`src/sv/gcvas_pkg.sv`:
```
// Shared types and constants for the greedy victim area selector.
// No dependencies; every other file of the block imports this package.
package gcvas_pkg;

  // Page summary states
  localparam logic [1:0] PageUsed = 2'd1;

  // Area kinds that can take part in a scan
  localparam logic [1:0] KindData  = 2'd0;
  localparam logic [1:0] KindIndex = 2'd1;

  // Scan result codes
  localparam logic [1:0] StatusFound = 2'd0;
  localparam logic [1:0] StatusNone  = 2'd1;
  localparam logic [1:0] StatusError = 2'd2;

  // Configuration register indexes
  localparam logic [1:0] CfgTargetKind   = 2'd0;
  localparam logic [1:0] CfgPagesPerArea = 2'd1;

  // Widths and reset values
  localparam int unsigned AreaW  = 10;
  localparam int unsigned TallyW = 7;
  localparam logic [TallyW-1:0] TallyMax       = 7'd127;
  localparam logic [TallyW-1:0] PagesPerAreaRst = 7'd64;

  // One page summary request
  typedef struct packed {
    logic [AreaW-1:0] area_number;
    logic             area_closed;
    logic [1:0]       area_kind;
    logic [1:0]       page_state;
    logic             summary_error;
    logic             last_page;
    logic             last_area;
  } in_item_t;

  // One scan result
  typedef struct packed {
    logic [AreaW-1:0] victim_area;
    logic             holds_data;
    logic [1:0]       scan_status;
  } out_item_t;

  // Classified page entry passed from front to back
  typedef struct packed {
    logic [AreaW-1:0] area;
    logic             eligible;
    logic             dirty;
    logic             err;
    logic             kind_match;
    logic             last_page;
    logic             last_area;
  } cls_rec_t;

endpackage

```
`src/sv/gcvas_front.sv`:
```
// Front end: accepts page summary requests and classifies them.
// Depends on gcvas_pkg; feeds gcvas_queue.
module gcvas_front import gcvas_pkg::*; (
  input  logic     in_valid_i,
  output logic     in_stall_o,
  input  in_item_t in_item_i,
  input  logic     target_kind_i,
  input  logic     q_full_i,
  output logic     push_o,
  output cls_rec_t rec_o
);

  // Stall while the queue has no room
  assign in_stall_o = q_full_i;
  assign push_o     = in_valid_i & ~q_full_i;

  // Classify the entry
  always_comb begin
    rec_o.area       = in_item_i.area_number;
    rec_o.eligible   = in_item_i.area_closed &
                       ((in_item_i.area_kind == KindData) ||
                        (in_item_i.area_kind == KindIndex));
    rec_o.dirty      = (in_item_i.page_state != PageUsed);
    rec_o.err        = in_item_i.summary_error;
    rec_o.kind_match = (in_item_i.area_kind == {1'b0, target_kind_i});
    rec_o.last_page  = in_item_i.last_page;
    rec_o.last_area  = in_item_i.last_area;
  end

endmodule

```
`src/sv/gcvas_queue.sv`:
```
// Two-entry queue of classified entries between front and back.
// Depends on gcvas_pkg.
module gcvas_queue import gcvas_pkg::*; (
  input  logic     clk_i,
  input  logic     rst_ni,
  input  logic     push_i,
  input  cls_rec_t push_rec_i,
  input  logic     pop_i,
  output logic     full_o,
  output logic     not_empty_o,
  output cls_rec_t head_o
);

  localparam int unsigned Depth = 2;

  cls_rec_t   mem_q [Depth];
  logic       wr_ptr_q, wr_ptr_d;
  logic       rd_ptr_q, rd_ptr_d;
  logic [1:0] count_q, count_d;

  assign full_o      = (count_q == 2'(Depth));
  assign not_empty_o = (count_q != 2'd0);
  assign head_o      = mem_q[rd_ptr_q];

  // Advance pointers and count
  always_comb begin
    wr_ptr_d = wr_ptr_q ^ push_i;
    rd_ptr_d = rd_ptr_q ^ pop_i;
    count_d  = count_q + {1'b0, push_i} - {1'b0, pop_i};
  end

  always_ff @(posedge clk_i or negedge rst_ni) begin
    if (!rst_ni) begin
      wr_ptr_q <= 1'b0;
      rd_ptr_q <= 1'b0;
      count_q  <= 2'd0;
    end else begin
      wr_ptr_q <= wr_ptr_d;
      rd_ptr_q <= rd_ptr_d;
      count_q  <= count_d;
    end
  end

  // Store the pushed entry
  always_ff @(posedge clk_i) begin
    if (push_i) begin
      mem_q[wr_ptr_q] <= push_rec_i;
    end
  end

  a_no_overflow: assert property (@(posedge clk_i) disable iff (!rst_ni)
    !(push_i && full_o))
    else $error("queue push while full");
  a_no_underflow: assert property (@(posedge clk_i) disable iff (!rst_ni)
    !(pop_i && !not_empty_o))
    else $error("queue pop while empty");
  a_count_step: assert property (@(posedge clk_i) disable iff (!rst_ni)
    (push_i && !pop_i) |=> (count_q == $past(count_q) + 2'd1))
    else $error("queue count did not advance on push");

endmodule

```
`src/sv/gcvas_back.sv`:
```
// Back end: tallies dirty pages, tracks the best area and emits scan results.
// Depends on gcvas_pkg; drains gcvas_queue.
module gcvas_back import gcvas_pkg::*; #(
  parameter int unsigned MAX_PAGES = 64
) (
  input  logic              clk_i,
  input  logic              rst_ni,
  input  logic              rec_valid_i,
  input  cls_rec_t          rec_i,
  output logic              pop_o,
  input  logic [TallyW-1:0] pages_per_area_i,
  output logic              out_valid_o,
  input  logic              out_stall_i,
  output out_item_t         out_item_o
);

  localparam int unsigned ThrW =
    ($clog2(MAX_PAGES + 1) > TallyW) ? $clog2(MAX_PAGES + 1) : TallyW;

  logic [TallyW-1:0] tally_q, tally_d, tally_new;
  logic [AreaW-1:0]  best_area_q, best_area_d;
  logic [TallyW-1:0] best_dirty_q, best_dirty_d;
  logic              decided_q, decided_d;
  logic              data_flag_q, data_flag_d;
  logic              error_q, error_d;
  logic              out_valid_q, out_valid_d;
  out_item_t         out_item_q, out_item_d;
  logic [ThrW-1:0]   thr;
  logic              active, full_area, scan_end, slot_free;

  // Clamp the fully dirty threshold
  assign thr = (ThrW'(pages_per_area_i) > ThrW'(MAX_PAGES)) ?
               ThrW'(MAX_PAGES) : ThrW'(pages_per_area_i);

  // Hold an ending entry until the output slot can take its result
  assign scan_end  = rec_i.last_page & rec_i.last_area;
  assign slot_free = ~out_valid_q | ~out_stall_i;
  assign pop_o     = rec_valid_i & (~scan_end | slot_free);

  assign active    = rec_i.eligible & ~decided_q;
  assign tally_new = (active && !rec_i.err && rec_i.dirty && tally_q != TallyMax) ?
                     tally_q + 7'd1 : tally_q;
  assign full_area = (thr != '0) && (ThrW'(tally_new) == thr);

  // Update scan state
  always_comb begin
    tally_d      = tally_q;
    best_area_d  = best_area_q;
    best_dirty_d = best_dirty_q;
    decided_d    = decided_q;
    data_flag_d  = data_flag_q;
    error_d      = error_q;
    out_valid_d  = out_valid_q & out_stall_i;
    out_item_d   = out_item_q;
    if (pop_o) begin
      tally_d = rec_i.last_page ? '0 : tally_new;
      if (active && rec_i.err) begin
        error_d   = 1'b1;
        decided_d = 1'b1;
      end else if (active && rec_i.last_page) begin
        if (full_area) begin
          best_area_d = rec_i.area;
          data_flag_d = 1'b0;
          decided_d   = 1'b1;
        end else if (rec_i.kind_match && tally_new > best_dirty_q) begin
          best_area_d  = rec_i.area;
          best_dirty_d = tally_new;
        end
      end
      // Emit the result and clear the scan
      if (scan_end) begin
        out_valid_d = 1'b1;
        priority if (error_d) begin
          out_item_d = '{victim_area: '0, holds_data: 1'b1, scan_status: StatusError};
        end else if (best_area_d == '0) begin
          out_item_d = '{victim_area: '0, holds_data: 1'b1, scan_status: StatusNone};
        end else begin
          out_item_d = '{victim_area: best_area_d, holds_data: data_flag_d,
                         scan_status: StatusFound};
        end
        best_area_d  = '0;
        best_dirty_d = '0;
        decided_d    = 1'b0;
        data_flag_d  = 1'b1;
        error_d      = 1'b0;
      end
    end
  end

  always_ff @(posedge clk_i or negedge rst_ni) begin
    if (!rst_ni) begin
      tally_q      <= '0;
      best_area_q  <= '0;
      best_dirty_q <= '0;
      decided_q    <= 1'b0;
      data_flag_q  <= 1'b1;
      error_q      <= 1'b0;
      out_valid_q  <= 1'b0;
    end else begin
      tally_q      <= tally_d;
      best_area_q  <= best_area_d;
      best_dirty_q <= best_dirty_d;
      decided_q    <= decided_d;
      data_flag_q  <= data_flag_d;
      error_q      <= error_d;
      out_valid_q  <= out_valid_d;
    end
  end

  always_ff @(posedge clk_i) begin
    out_item_q <= out_item_d;
  end

  assign out_valid_o = out_valid_q;
  assign out_item_o  = out_item_q;

  a_end_gives_result: assert property (@(posedge clk_i) disable iff (!rst_ni)
    (pop_o && scan_end) |=> (out_valid_q && !decided_q && tally_q == '0))
    else $error("scan end did not produce a result and clear state");
  a_flag_implies_decided: assert property (@(posedge clk_i) disable iff (!rst_ni)
    (!data_flag_q || error_q) |-> decided_q)
    else $error("decision flag without decided");
  a_error_no_victim: assert property (@(posedge clk_i) disable iff (!rst_ni)
    (out_valid_q && out_item_q.scan_status != StatusFound) |->
      (out_item_q.victim_area == '0 && out_item_q.holds_data))
    else $error("victim reported without a found status");

endmodule

```
`src/sv/gc_victim_area_selector.sv`:
```
// Top level of the greedy victim area selector: config registers and wiring.
// Depends on gcvas_pkg, gcvas_front, gcvas_queue and gcvas_back.
//
//  channel | direction | handshake         | payload
//  in      | request   | in_valid/in_stall | in_item_t page summary entry
//  out     | result    | out_valid/out_stall | out_item_t scan result
//  cfg     | write     | cfg_valid/cfg_ready | cfg_index, cfg_data
//
// One page entry is accepted each cycle while the queue has room; the
// two-entry queue and the back-end tally step set that rate. A result is
// offered from the back end's output register when the scan end pops.
// Reset restores target_kind 0 and pages_per_area 64 and empties the queue.
// A stalled result holds; entries keep flowing until a second scan end
// waits in the queue, and in_stall rises once the queue is full.
module gc_victim_area_selector import gcvas_pkg::*; #(
  parameter int unsigned MAX_PAGES = 64
) (
  input  logic      clk_i,
  input  logic      rst_ni,
  input  logic      in_valid_i,
  output logic      in_stall_o,
  input  in_item_t  in_item_i,
  output logic      out_valid_o,
  input  logic      out_stall_i,
  output out_item_t out_item_o,
  input  logic      cfg_valid_i,
  output logic      cfg_ready_o,
  input  logic [1:0] cfg_index_i,
  input  logic [TallyW-1:0] cfg_data_i
);

  logic              target_kind_q;
  logic [TallyW-1:0] pages_per_area_q;
  logic              push, pop, q_full, q_not_empty;
  cls_rec_t          push_rec, head_rec;

  // Take configuration writes at any time
  assign cfg_ready_o = 1'b1;

  always_ff @(posedge clk_i or negedge rst_ni) begin
    if (!rst_ni) begin
      target_kind_q    <= 1'b0;
      pages_per_area_q <= PagesPerAreaRst;
    end else if (cfg_valid_i) begin
      unique case (cfg_index_i)
        CfgTargetKind:   target_kind_q    <= cfg_data_i[0];
        CfgPagesPerArea: pages_per_area_q <= cfg_data_i;
        default: ;
      endcase
    end
  end

  gcvas_front u_front (
    .in_valid_i   (in_valid_i),
    .in_stall_o   (in_stall_o),
    .in_item_i    (in_item_i),
    .target_kind_i(target_kind_q),
    .q_full_i     (q_full),
    .push_o       (push),
    .rec_o        (push_rec)
  );

  gcvas_queue u_queue (
    .clk_i       (clk_i),
    .rst_ni      (rst_ni),
    .push_i      (push),
    .push_rec_i  (push_rec),
    .pop_i       (pop),
    .full_o      (q_full),
    .not_empty_o (q_not_empty),
    .head_o      (head_rec)
  );

  gcvas_back #(
    .MAX_PAGES(MAX_PAGES)
  ) u_back (
    .clk_i           (clk_i),
    .rst_ni          (rst_ni),
    .rec_valid_i     (q_not_empty),
    .rec_i           (head_rec),
    .pop_o           (pop),
    .pages_per_area_i(pages_per_area_q),
    .out_valid_o     (out_valid_o),
    .out_stall_i     (out_stall_i),
    .out_item_o      (out_item_o)
  );

endmodule
```
`config.mk`:
```
export PLATFORM = sky130hd
export DESIGN_NAME = gc_victim_area_selector
export DESIGN_NICKNAME = d
export VERILOG_FILES = /design/src/sv/gcvas_pkg.sv /design/src/sv/gcvas_front.sv /design/src/sv/gcvas_queue.sv /design/src/sv/gcvas_back.sv /design/src/sv/gc_victim_area_selector.sv
export SDC_FILE = /design/constraint.sdc
export NUM_CORES = 1
export LEC_CHECK = 0
export ABC_AREA = 1
export BUFFER_PORTS_ARGS = -buffer_cell sky130_fd_sc_hd__buf_2
export CAP_MARGIN = 30
export CORE_AREA = 4 4 94 96
export DETAILED_ROUTE_END_ITERATION = 6
export DIE_AREA = 0 0 98 100
export PLACE_DENSITY = 0.79
export SKIP_LAST_GASP = 1
export SYNTH_ARGS = -nofsm -noshare
export SYNTH_HDL_FRONTEND = slang
export SYNTH_SLANG_ARGS = --single-unit
```
`constraint.sdc`:
```
create_clock -name clk_i -period 3.1 [get_ports clk_i]
set_input_delay 0.62 -clock clk_i [delete_from_list [all_inputs] [get_ports clk_i]]
set_output_delay 0.62 -clock clk_i [all_outputs]
set_load 0.02 [all_outputs]
```
Yosys cells after proc, flatten, opt, wreduce, memory -nomap -nowiden. Memory sizes are Yosys's and may differ from the RTL's. Index checks and enable logic that the tools add are counted.

Order comparisons: 2. Eq/ne operators: 9. Add/sub/neg operators: 3. Bitwise operators: 15. Reduce and logical (&&, ||, !) cells: 24. Muxes and demuxes: 30.

Operators with widths (number): $mux W10 (6); $mux W7 (8); $mux W1 (16); $logic_not A10 Y1 (1); $add A7 B1 Y7 const B (1); $eq A7 B7 Y1 (1); $gt A7 B7 Y1 (1); $gt A7 B7 Y1 const B (1); $logic_and A1 B1 Y1 (7); $ne A7 B7 Y1 const B (1); $reduce_bool A7 Y1 (1); $and A1 B1 Y1 (6); $reduce_and A2 Y1 (3); $reduce_bool A2 Y1 (3); $reduce_bool A3 Y1 (2); $not A1 Y1 (5); $reduce_and A5 Y1 (1); $eq A2 B1 Y1 const B (2); $logic_not A2 Y1 (2); $ne A2 B1 Y1 const B (2); $reduce_and A3 Y1 (1); $add A2 B1 Y2 (1); $eq A2 B1 Y1 (1); $eq A2 B2 Y1 const B (1); other kinds (7) (9).

Register bits after elaboration: 53. Memory bits (writable): 32. Memories: 1. Word-level logic and storage cells: 99. Input bits: 32.

Memories: u_queue.mem_q (depth 2, bits a word 16, read ports 1, clocked after memory_dff 0, wr ports 1, RTL line gcvas_queue.sv:16) `cls_rec_t mem_q [Depth];`.

Depth between registers and ports, before layout. Gate-level depths: netlist (run 1).

Depth in word-level cells: 15. Mapped depth: 27.

Cells and area by module. A second synthesis (run 1) with hierarchy kept.

Cell total of the unflattened synthesis: 511. Area, all modules: 4610.7 um2.

By module, submodules not included: gcvas_back (cells an instance 337, area each 2585.0 um2, instances 1, seq. area each 1092.3 um2); gcvas_queue (cells an instance 108, area each 1492.7 um2, instances 1, seq. area each 1061.0 um2); gc_victim_area_selector (cells an instance 40, area each 382.9 um2, instances 1, seq. area each 201.4 um2); gcvas_front (cells an instance 26, area each 150.1 um2, instances 1, seq. area each 0.0 um2).

Least setup slack after synthesis (run 1). No wires, ideal clock.

Path kind: flip-flop to flip-flop. From: reg u_back.tally_q[0]. To: reg u_back.out_item_q, in the netlist u_back.out_item_o[10], data pin. Cell stages (with the launch flop): 26. Path slack: 106 ps. Library setup time: 254 ps. Data arrival time: 2741 ps. Path buffers: 1. Path through: dfrtp_1 ha_1 nand2_1 nor2_1 nand2_2 nand3_4 nand2_1 nand2_1 inv_1 ha_1 nand2_1 inv_1 nand2_1 nor2_2 nand2_1 nand2_1 nand2_2 nand2_2 buf_6 nand2_1 nand2_1 nand2_1 nor2_1 nand3_2 nand2_4 nor2_1.

Longest elaborated chain between the ends: 12. Elaborated cells on any way between the ends: 15. Classes of those cells: 1 x add/sub; 1 x order compare; 2 x eq/ne; 6 x mux; 5 x reduce/logical.

Ends and longest elaborated chain: start: declaration (RTL line gcvas_back.sv:20) `logic [TallyW-1:0] tally_q, tally_d, tally_new;`; start signal: assignment (RTL line gcvas_back.sv:100) `tally_q <= tally_d;`; branches (longest 2 deep; another with $add A7 B1 Y7); $mux W7 * (RTL line gcvas_back.sv:41) `assign tally_new = (active && !rec_i.err && rec_i.dirty && tally_q != TallyMax) ?`; $gt A7 B7 Y1 (RTL line gcvas_back.sv:65) `end else if (rec_i.kind_match && tally_new > best_dirty_q) begin`; $logic_and A1 B1 Y1 (RTL line gcvas_back.sv:65); $mux W10 (RTL line gcvas_back.sv:65); $mux W10 * (RTL line gcvas_back.sv:61) `if (full_area) begin`; $mux W10 * (RTL line gcvas_back.sv:60) `end else if (active && rec_i.last_page) begin`; $mux W10 * (RTL line gcvas_back.sv:57) `if (active && rec_i.err) begin`; $mux W10 * (RTL line gcvas_back.sv:55) `if (pop_o) begin`; $logic_not A10 Y1 (RTL line gcvas_back.sv:75) `end else if (best_area_d == '0) begin`; $reduce_or A2 Y1 (no source line); end signal: assignment (RTL line gcvas_back.sv:111) `out_item_q <= out_item_d;`; end: declaration (RTL line gcvas_back.sv:27) `out_item_t out_item_q, out_item_d;`.

Every way passes the cells marked *. The select of a mux whose other input is x is not followed. A chain may end at the register's enable or synchronous reset.

Final worst setup path (run 1).
From: reg u_back.tally_q[1]. To: reg u_back.out_item_q, in the netlist u_back.out_item_o[12], data pin.

Same word-level chain as after synthesis.

==> results.rst, run 1 <==
.. list-table::
   :header-rows: 1

   * - Metric
     - Value
   * - Run status
     - finished with violations
   * - Failing checks
     - negative setup slack
   * - Pwr/cell area
     - 861 nW/um^2
   * - Number of endpoints failing setup at the final stage
     - 10
   * - First-pass GRT wire length
     - 14100 um
   * - Worst-margin pin slew
     - 0.923 ns
   * - Overall track demand over capacity in global routing
     - 0.181
   * - Antenna violations before repair
     - 0
   * - Mean instance size in the synthesized netlist
     - 9.62 sq um
   * - Startpoint type of the worst setup path
     - flop
   * - TritonCTS clock tree
     - built
   * - Worst setup margin
     - -0.0538 ns
   * - TritonCTS Buffers
     - 9
   * - Maximum fanout count along the critical path
     - 6
   * - Initial standard-cell utilization of the core
     - 0.516
   * - First-pass detailed-route iteration total
     - 6
   * - Post-synthesis net count
     - 474
   * - Post-DRT Antenna Nets
     - 0
   * - Final Hold Violating Endpoints
     - 0
   * - XOR/XNOR Fraction of Synth Area
     - 0.0105
   * - Port Buf Inserts
     - 46
   * - Hold crit path type
     - input port to asynchronous set/reset pin
   * - Maximum vdd drop
     - 0.574 mV
   * - Reg2reg start
     - u_back.tally_q[1]
   * - Number of different library cells in the post-synthesis netlist
     - 43
   * - Total negative slack
     - -0.311 ns
   * - Number of enable flip-flop cells after synthesis
     - 45
   * - Reg-to-Reg End
     - u_back.out_item_o[12]
   * - Source of the critical timing path
     - u_back.tally_q[1]
   * - Adder-cell area share of the yosys netlist
     - 0.0301
   * - Static leakage
     - 0.00255 uW
   * - Largest clock skew in the final design
     - 0.0160 ns
   * - Insertion delay to the later sink of the worst-skew pair
     - 0.37 ns
   * - Hold-fix buffers at CTS
     - 0
   * - Kind of capture point of the worst setup path
     - flop
   * - Flops & latches, synth
     - 85
   * - RSZ-0062 raised after global routing
     - yes
   * - Length of routed met3 wiring
     - 748 um
   * - Core utilization of the finished layout
     - 0.667
   * - Final Wtd Congestion
     - 0.932
   * - Max Slew Vio Count
     - 0
   * - Clk Tree Root Cell
     - clkbuf_8
   * - Ant diodes
     - 0
   * - Worst-case reg-to-reg path depth
     - 22
   * - M1 wire length
     - 3970 um
   * - Synth Area in Simple Gates
     - 0.230
   * - 1st-iter DRT viols
     - 425
   * - Max Clock Freq
     - 317 MHz
   * - Routed length per placed instance
     - 15.8 um
   * - Total DRC errors in the routed layout
     - 0
   * - Post-synthesis cell count
     - 432
   * - Core Area
     - 8050 sq um
   * - Clock H-tree levels
     - 3
   * - Via count
     - 3456
   * - Multiplexer fraction of the synthesized cell area
     - 0.0274
   * - Synthesized cell area
     - 4160 sq um
   * - Die W
     - 98 um
   * - Number of global-route vias before repair
     - 3045
   * - Warning count from the yosys run
     - 0
   * - Total wirelength of the detailed-routed design
     - 10000 um
   * - Final net count
     - 566
   * - CP Data Required Time
     - 3.24 ns
   * - Primary FF master, synth
     - edfxtp_1
   * - Slew margin rel.
     - 0.385
   * - Setup slack after placement
     - -0.0190 ns
   * - Worst-path clk slew
     - 0.10 ns
   * - DP HPWL
     - 6270 um
   * - Final worst path period need
     - 3.15 ns
   * - Worst R2R Setup Slack
     - -0.05 ns
   * - Clock buffer depth
     - 2
   * - Share of cells above drive strength 1
     - 0.365
   * - Endpoint of the most critical setup path
     - u_back.out_item_o[12]
   * - Period utilization
     - 1.02
   * - Y dimension of the die
     - 100 um
   * - Share of the synthesized area in compound gates (AO/OA/AOI/OAI)
     - 0.0647
   * - Vias/cell
     - 5.45
   * - Total congestion overflow
     - 0
   * - WS Path Type
     - flop to flop
   * - Max-Cap Viols
     - 0
   * - # clock sinks
     - 85
   * - Crit path arrival time
     - 3.29 ns
   * - Pin count of the biggest net entering global routing
     - 41
   * - Die outline area
     - 9800 sq um
   * - Count of boundary I/O pins
     - 48
   * - Main combinational cell family by area after synthesis
     - simple AND/OR/NAND/NOR gates
   * - Highest signal layer in the routed design
     - met4
   * - Share of synthesized area occupied by flip-flops and latches
     - 0.566
   * - Worst Hold Slack
     - 0.383 ns
   * - Post-synthesis to final-layout area growth
     - 29.1%
   * - Final-layout fill cell count
     - 593
   * - Met2 Wirelength
     - 5000 um
   * - Async set-reset flop share out of synthesis
     - 0.471
   * - Placement row count
     - 33
   * - Final total power
     - 4620 uW
[worst max-delay path: stages (launching register included)]
cell     delay (ns)
dfrtp_1        0.36
ha_2           0.20
nand2_2        0.07
nor2_2         0.12
nand2_2        0.13
nand3_4        0.14
nand2_1        0.09
nand2_2        0.10
inv_1          0.07
ha_1           0.29
nand2_1        0.08
nor2_2         0.17
nand2_1        0.10
nand2_2        0.12
nand2_4        0.09
nand2_4        0.11
nand2_1        0.09
nand2_2        0.12
nand2_2        0.09
nor2_4         0.10
nand3_4        0.12
nand2_4        0.13
nor2_2         0.05
[worst min-delay path by stage]
stage	from	end	slack (ns)	depth (start not counted)
finish	rst_ni	pages_per_area_q[5]	0.38	1
global placement	u_back.decided_q	u_back.decided_q	0.47	2
CTS	rst_ni	u_back.tally_q[3]	0.40	1
floorplan	rst_ni	pages_per_area_q[0]	0.32	0
global route	in_item_i[17]	u_queue.mem_q[0][15]	0.42	1
detailed placement	u_back.best_dirty_q[4]	u_back.best_dirty_q[4]	0.48	2
[where the power goes]
part	switching (uW)	internal, uW	leakage (uW)
Combinational	1300	728	0.00149
Sequential	111	1490	0.000933
Clock	441	549	0.000124
Total	1850	2770	0.00255
[Yosys cell counts, types with 2 or more instances]
cell,number,area share
a21oi_1,8,0.0096
nand2_2,11,0.017
nand3_2,4,0.0096
dfrtp_1,38,0.23
nor2_1,43,0.039
ha_1,10,0.030
clkinv_1,2,0.0018
xnor2_1,2,0.0042
xor2_1,3,0.0063
nand4_1,2,0.0030
buf_6,2,0.0054
o31ai_1,2,0.0036
nand2_4,3,0.0081
clkbuf_1,2,0.0018
dfstp_2,2,0.013
nand2_1,98,0.088
nor2_2,4,0.0060
inv_1,61,0.055
mux2i_1,8,0.019
mux2_2,3,0.0081
nand3_1,28,0.034
edfxtp_1,45,0.33
o22ai_1,16,0.024
o21ai_0,12,0.014
nand3b_1,5,0.0090
[cell families (layout without fill, tap and decap cells)]
kind of cell / Yosys count / in the layout
AOI/OAI and AO/OA: 45 / 45
xor gates and xnor gates: 5 / 5
adders and majority gates: 10 / 10
buffers and inverters: 71 / 166
DFF: 85 / 85
muxes: 11 / 11
other: 1 / 1
and+or+nand+nor: 204 / 206
[metal layers]
| metal | vias to the layer above | GRT usage |
|---|---|---|
| met4 | 0 | 0.0671 |
| met2 | 178 | 0.295 |
| met5 | - | 0 |
| li1 | 1611 | - |
| met1 | 1635 | 0.240 |
| met3 | 32 | 0.0382 |
[what timing repair did]
| item | 4_1_cts | 5_1_grt |
|---|---|---|
| setup buffers | 2 | 19 |
| setup endpoints to repair | 9 | 11 |
| gates cloned | 1 | 2 |
| gates resized for setup | 2 | 81 |
| endpoints found under the hold margin | 0 | 0 |
| pin swaps | 2 | 42 |
[sequential cells by signal, indices dropped and copies added (netlist names), 2 cells and up]
signal / count
u_back.best_area_q: 10
pages_per_area_q: 7
u_back.best_dirty_q: 7
u_back.tally_q: 7
u_queue.count_q: 2
u_queue.mem_q: 32
u_back.out_item_o: 13
[area by class of cell]
type,instances,area [sq um],share of cell area
clock buffer,9,124,0.0231
sequential,85,2360,0.439
timing repair buffer,85,567,0.106
multi-input combinational,278,1810,0.336
tap,105,131,0.0245
inverter,65,254,0.0473
clock inverter,7,129,0.0240
[stage by stage]
| stage | std cells | area (sq um) |
|---|---|---|
| floorplan | 432 | 4160 |
| global placement | 593 | 4600 |
| detailed placement | 594 | 4610 |
| CTS | 613 | 4890 |
| global route | 634 | 5370 |
| finish | 634 | 5370 |
[placed cells by master, fill, tap and decap left out, drive strengths merged, types with 2 or more instances in the layout]
cell and instances:
mux2i 8, mux2 3, o31ai 2, o22ai 16
dfrtp 38, o21ai 13, nand3b 5, buf 84
clkbuf 10, nand3 33, a21oi 9, xor2 3
nand4 3, xnor2 2, edfxtp 45, inv 66
dfstp 2, clkinv 2, nand2 114, ha 10
bufinv 3, nor2 48
Power figures use the tool's default switching activity.
==> run 2, diff against run 1 <==
--- a/config.mk
+++ b/config.mk
@@ -11,7 +11,7 @@
 export CORE_AREA = 4 4 94 96
 export DETAILED_ROUTE_END_ITERATION = 6
 export DIE_AREA = 0 0 98 100
-export PLACE_DENSITY = 0.79
+export PLACE_DENSITY = 0.82
 export SKIP_LAST_GASP = 1
 export SYNTH_ARGS = -nofsm -noshare
 export SYNTH_HDL_FRONTEND = slang
==> results.rst, run 2 (synthesized netlist as in run 1, its figures left out) <==
.. list-table::
   :header-rows: 1

   * - Metric
     - Value
   * - Worst setup margin
     - -0.0454 ns
   * - Initial standard-cell utilization of the core
     - 0.516
   * - Via count
     - 3369
   * - Final net count
     - 564
   * - CP Data Required Time
     - 3.23 ns
   * - Clock H-tree levels
     - 3
   * - Most frequent cells in the layout
     - nand2_1, inv_1, buf_2
   * - Static leakage
     - 0.00249 uW
   * - Core Area
     - 8050 sq um
   * - Hold-fix buffers at CTS
     - 0
   * - TritonCTS clock tree
     - built
   * - Share of cells above drive strength 1
     - 0.349
   * - Crit path arrival time
     - 3.28 ns
   * - Hold crit path type
     - input port to asynchronous set/reset pin
   * - Kind of capture point of the worst setup path
     - flop
   * - Cell breakdown of the critical path
     - ha_2 > nand2_2 > nor2_2 > nand2_2 > nand3_4 > nand2_4 > nand2_4 > inv_4 > ha_4 > nand2_2 > inv_2 > nand2_4 > a21oi_2 > nor2_1 > nand2_2 > nand2_4 > buf_8 > nand3_2 > nand2_2 > nand2_2 > nor2_4 > nand3_4 > nand2_4 > nor2_1
   * - Max Slew Vio Count
     - 0
   * - Startpoint type of the worst setup path
     - flop
   * - Post-DRT Antenna Nets
     - 0
   * - Largest clock skew in the final design
     - 0.0119 ns
   * - Crit path max-delay family
     - simple AND/OR/NAND/NOR gates
   * - Vias/cell
     - 5.33
   * - Worst-path clk slew
     - 0.09 ns
   * - Maximum vdd drop
     - 0.624 mV
   * - TritonCTS Buffers
     - 9
   * - Pwr/cell area
     - 842 nW/um^2
   * - Number of endpoints failing setup at the final stage
     - 9
   * - Final-layout fill cell count
     - 589
   * - Count of boundary I/O pins
     - 48
   * - Number of buffers and inverters on the critical path
     - 3
   * - Final total power
     - 4400 uW
   * - Number of global-route vias before repair
     - 3145
   * - Overall track demand over capacity in global routing
     - 0.188
   * - Y dimension of the die
     - 100 um
   * - Crit-path slowest cell
     - dfrtp_1
   * - Worst R2R Setup Slack
     - -0.05 ns
   * - Clk Tree Root Cell
     - clkbuf_8
   * - 1st-iter DRT viols
     - 314
   * - WS Path Type
     - flop to flop
   * - Cell type with the highest occurrence count on the critical path
     - nand2_2
   * - Final Wtd Congestion
     - 0.895
   * - RSZ-0062 raised after global routing
     - yes
   * - Setup slack after placement
     - -0.0976 ns
   * - Die W
     - 98 um
   * - Failing checks
     - negative setup slack
   * - Slew margin rel.
     - 0.404
   * - Register with the most flip-flops
     - u_queue.mem_q
   * - Slowest stage delay, CP
     - 0.37 ns
   * - Pin count of the biggest net entering global routing
     - 41
   * - Period utilization
     - 1.01
   * - Total congestion overflow
     - 0
   * - Max Clock Freq
     - 318 MHz
   * - Routed length per placed instance
     - 14.9 um
   * - Most common cell after layout, fill and taps aside
     - nand2_1
   * - Total DRC errors in the routed layout
     - 0
   * - Final Hold Violating Endpoints
     - 0
   * - Maximum fanout count along the critical path
     - 8
   * - Insertion delay to the later sink of the worst-skew pair
     - 0.37 ns
   * - Max-Cap Viols
     - 0
   * - Clock buffer depth
     - 2
   * - Post-synthesis to final-layout area growth
     - 25.8%
   * - Worst-case reg-to-reg path depth
     - 24
   * - Number of flip-flops under the largest register name
     - 32
   * - DP HPWL
     - 6280 um
   * - First-pass detailed-route iteration total
     - 5
   * - Total wirelength of the detailed-routed design
     - 9400 um
   * - Reg2reg start
     - u_back.tally_q[1]
   * - Antenna violations before repair
     - 0
   * - Final worst path period need
     - 3.15 ns
   * - # clock sinks
     - 85
   * - First-pass GRT wire length
     - 14700 um
   * - Placement row count
     - 33
   * - Run status
     - finished with violations
   * - Port Buf Inserts
     - 46
   * - Ant diodes
     - 0
   * - Reg-to-Reg End
     - u_back.out_item_o[11]
   * - Worst-margin pin slew
     - 0.893 ns
   * - Die outline area
     - 9800 sq um
[run 2: cell count changes in the layout (fill, tap and decap cells not counted), moves of 2 or more]
cell / previous run / this run
nand3_1: 14 / 18
nand2_4: 13 / 11
o21ai_0: 10 / 12
o21ai_1: 3 / 1
bufinv_16: 3 / 1
nand2_1: 71 / 74
nand3_4: 5 / 3
nand3_2: 14 / 12
[run 2: per-layer routing]
metal	vias up	global-route usage	wire (um)
met2	153	0.304	4480
met5	-	0	0
li1	1602	-	-
met3	36	0.0361	608
met1	1578	0.242	3980
met4	0	0.0948	325
[run 2: cell type report]
type                       instances  area [sq um]  area share
multi-input combinational        278          1760       0.337
inverter                          65           254      0.0486
clock inverter                     7          78.8      0.0151
sequential                        85          2360       0.451
clock buffer                       9           124      0.0237
timing repair buffer              83           523       0.100
tap                              105           131      0.0251
[run 2: worst max-delay path by stage]
| stage | from | slack (ns) | cells past startpoint | endpoint |
|---|---|---|---|---|
| global route | u_back.tally_q[1] | -0.19 | 22 | u_back.out_item_o[11] |
| finish | u_back.tally_q[1] | -0.05 | 24 | u_back.out_item_o[11] |
| floorplan | u_back.tally_q[0] | 0.11 | 25 | u_back.out_item_o[10] |
| global placement | u_back.tally_q[0] | 0.009 | 24 | u_back.out_item_o[11] |
| detailed placement | u_back.tally_q[0] | -0.1 | 24 | u_back.out_item_o[4] |
| CTS | u_back.tally_q[0] | 0.001 | 24 | u_back.out_item_o[3] |
[run 2: through the flow]
step,instance area [sq um],TNS [ns],hold WS [ns],utilization,cells
floorplan,4160,0,0.324,-,432
global placement,4600,0,0.477,0.571,593
detailed placement,4610,-0.835,0.481,0.572,594
CTS,4860,0,0.398,0.603,615
global route,5230,-1.88,0.415,0.649,632
finish,5230,-0.224,0.367,0.649,632
[run 2: worst reg2reg max path, delay by kind of cell, from the launching register on]
family | cells | cell delay (ns)
adder cells (fa/ha/maj) | 2 | 0.42
flip-flops | 1 | 0.37
AND/OR/NAND/NOR | 18 | 1.84
buffers and inverters | 3 | 0.23
AO/OA/AOI/OAI | 1 | 0.04
[run 2: where the power goes]
part	internal, uW	leakage, uW	switching [uW]	total (uW)
logic	731	0.00146	1260	1990
clock network	382	0.0000982	431	812
registers	1490	0.000933	113	1600
[run 2: repair_timing]
action	CTS	global route
buffers inserted	4	16
pin swaps	3	34
hold endpoints to repair	0	0
gates resized for setup	4	64
cloned	1	1
setup endpoints to repair	9	18
==> run 3, diff against run 2 <==
--- a/config.mk
+++ b/config.mk
@@ -6,12 +6,15 @@
 export NUM_CORES = 1
 export LEC_CHECK = 0
 export ABC_AREA = 1
+export ABC_CLOCK_PERIOD_IN_PS = 3100
 export BUFFER_PORTS_ARGS = -buffer_cell sky130_fd_sc_hd__buf_2
 export CAP_MARGIN = 30
 export CORE_AREA = 4 4 94 96
 export DETAILED_ROUTE_END_ITERATION = 6
 export DIE_AREA = 0 0 98 100
 export PLACE_DENSITY = 0.82
+export REMOVE_ABC_BUFFERS = 1
+export SKIP_CTS_REPAIR_TIMING = 1
 export SKIP_LAST_GASP = 1
 export SYNTH_ARGS = -nofsm -noshare
 export SYNTH_HDL_FRONTEND = slang
==> results.rst, run 3 (synthesized netlist as in run 1, its figures left out) <==
.. list-table::
   :header-rows: 1

   * - Metric
     - Value
   * - Run status
     - completed
   * - First-pass GRT wire length
     - 14100 um
   * - Slowest stage delay, CP
     - 0.48 ns
   * - Share of total power in combinational logic
     - 0.441
   * - Pwr/cell area
     - 827 nW/um^2
   * - Core Area
     - 8050 sq um
   * - Worst-path clk slew
     - 0.09 ns
   * - Startpoint type of the worst setup path
     - flop
   * - Initial standard-cell utilization of the core
     - 0.516
   * - Placement row count
     - 33
   * - Kind of capture point of the worst setup path
     - flop
   * - Pin count of the biggest net entering global routing
     - 41
   * - Max Clock Freq
     - 324 MHz
   * - Clock H-tree levels
     - 3
   * - Most frequent cells in the layout
     - nand2_1, inv_1, buf_2
   * - Number of flip-flops under the largest register name
     - 32
   * - Proportion of power drawn by flip-flops and latches
     - 0.368
   * - Cell breakdown of the critical path
     - inv_8 > nand2_2 > nand2_2 > nand2_4 > nor2_4 > nand3_2 > nand2_4 > inv_4 > ha_4 > nand2_2 > inv_2 > nand2_4 > a21oi_2 > nor2_2 > nand2_2 > nand2_4 > nand2_4 > nand2_1 > nand2_2 > nand2_1 > nor2_1 > nand3_2 > nand2_4 > nor2_1
   * - Final worst path period need
     - 3.08 ns
   * - Crit path arrival time
     - 3.20 ns
   * - Overall track demand over capacity in global routing
     - 0.182
   * - Final Hold Violating Endpoints
     - 0
   * - Max Slew Vio Count
     - 0
   * - Internal power component
     - 2570 uW
   * - Max-Cap Viols
     - 0
   * - Total wirelength of the detailed-routed design
     - 9370 um
   * - Part of the total power dissipated in the clock network
     - 0.191
   * - Y dimension of the die
     - 100 um
   * - Number of buffers and inverters on the critical path
     - 3
   * - Antenna violations before repair
     - 0
   * - Insertion delay to the later sink of the worst-skew pair
     - 0.36 ns
   * - Net Sw Power
     - 1760 uW
   * - Hold crit path type
     - input port to asynchronous set/reset pin
   * - Maximum fanout count along the critical path
     - 6
   * - Share of cells above drive strength 1
     - 0.352
   * - RSZ-0062 raised after global routing
     - yes
   * - # clock sinks
     - 85
   * - First-pass detailed-route iteration total
     - 4
   * - Cell type with the highest occurrence count on the critical path
     - nand2_4
   * - Clock buffer depth
     - 2
   * - Die W
     - 98 um
   * - Ant diodes
     - 0
   * - WS Path Type
     - flop to flop
   * - Routed length per placed instance
     - 14.9 um
   * - Largest clock skew in the final design
     - 0.0130 ns
   * - Final instance count without filler cells
     - 630
   * - Register with the most flip-flops
     - u_queue.mem_q
   * - Slew margin rel.
     - 0.398
   * - Total DRC errors in the routed layout
     - 0
   * - TritonCTS Buffers
     - 9
   * - CP Data Required Time
     - 3.21 ns
   * - Final net count
     - 562
   * - Vias/cell
     - 5.23
   * - Core utilization of the finished layout
     - 0.650
   * - DP HPWL
     - 6430 um
   * - Number of placed instances with taps included
     - 598
   * - 1st-iter DRT viols
     - 269
   * - Worst-margin pin slew
     - 0.903 ns
   * - Count of boundary I/O pins
     - 48
   * - Final Wtd Congestion
     - 0.948
   * - Final-layout fill cell count
     - 616
   * - Port Buf Inserts
     - 46
   * - Die outline area
     - 9800 sq um
   * - Crit-path slowest cell
     - dfrtp_2
   * - Switching share of power
     - 0.407
   * - Number of global-route vias before repair
     - 2983
   * - Post-synthesis to final-layout area growth
     - 25.9%
   * - Via count
     - 3297
   * - Most common cell after layout, fill and taps aside
     - nand2_1
   * - Period utilization
     - 0.995
   * - Maximum vdd drop
     - 0.461 mV
   * - Clk Tree Root Cell
     - clkbuf_8
   * - Total congestion overflow
     - 0
   * - Number of endpoints failing setup at the final stage
     - 0
   * - Post-DRT Antenna Nets
     - 0
   * - Static leakage
     - 0.00250 uW
   * - Crit path max-delay family
     - simple AND/OR/NAND/NOR gates
   * - TritonCTS clock tree
     - built
[run 3: power by group through the flow]
| stage | Combinational, uW | Clock, uW | Sequential, uW |
|---|---|---|---|
| after floorplan | 1040 | 0 | 1690 |
| after global placement | 1580 | 0 | 1610 |
| after detailed placement | 1610 | 0 | 1610 |
| after CTS | 1630 | 841 | 1590 |
| after global routing | 2090 | 892 | 1620 |
| final | 1910 | 828 | 1590 |
[run 3: per-layer routing]
| layer | track usage | share of wire |
|---|---|---|
| met3 | 0.0417 | 0.056 |
| met5 | 0 | 0 |
| met1 | 0.246 | 0.43 |
| met2 | 0.281 | 0.49 |
| met4 | 0.0831 | 0.023 |
[run 3: per-stage QoR]
| stage | area (sq um) | setup slack, ns | hold WS (ns) | total power (uW) | TNS, ns |
|---|---|---|---|---|---|
| detailed placement | 4640 | -0.0760 | 0.481 | 3230 | -0.619 |
| floorplan | 4120 | -0.152 | 0.324 | 2730 | -1.38 |
| global route | 5230 | -0.112 | 0.425 | 4600 | -0.969 |
| CTS | 4850 | -0.123 | 0.405 | 4060 | -0.924 |
| finish | 5230 | 0.0165 | 0.380 | 4330 | 0 |
| global placement | 4630 | 0.000736 | 0.474 | 3190 | 0 |
[run 3: final timing paths]
check	startpoint	to	slack (ns)	depth (start not counted)
max	u_queue.rd_ptr_q	u_back.out_item_o[3]	0.02	24
min	rst_ni	pages_per_area_q[1]	0.38	1
max reg2reg	u_queue.rd_ptr_q	u_back.out_item_o[3]	0.02	24
min reg2reg	u_back.decided_q	u_back.decided_q	0.49	2
max in group asynchronous	rst_ni	u_queue.rd_ptr_q	2.10	1
min in group clk_i	in_item_i[12]	u_queue.mem_q[0][10]	0.44	1
[run 3: layout make-up]
class,count,area [sq um],share of cell area
well taps,105,131,0.0251
repair buffers,81,508,0.0971
clock inverters,7,86.3,0.0165
clock buffers,9,124,0.0237
inverters,65,254,0.0485
flip-flops and latches,85,2360,0.450
multi-input cells,278,1770,0.339
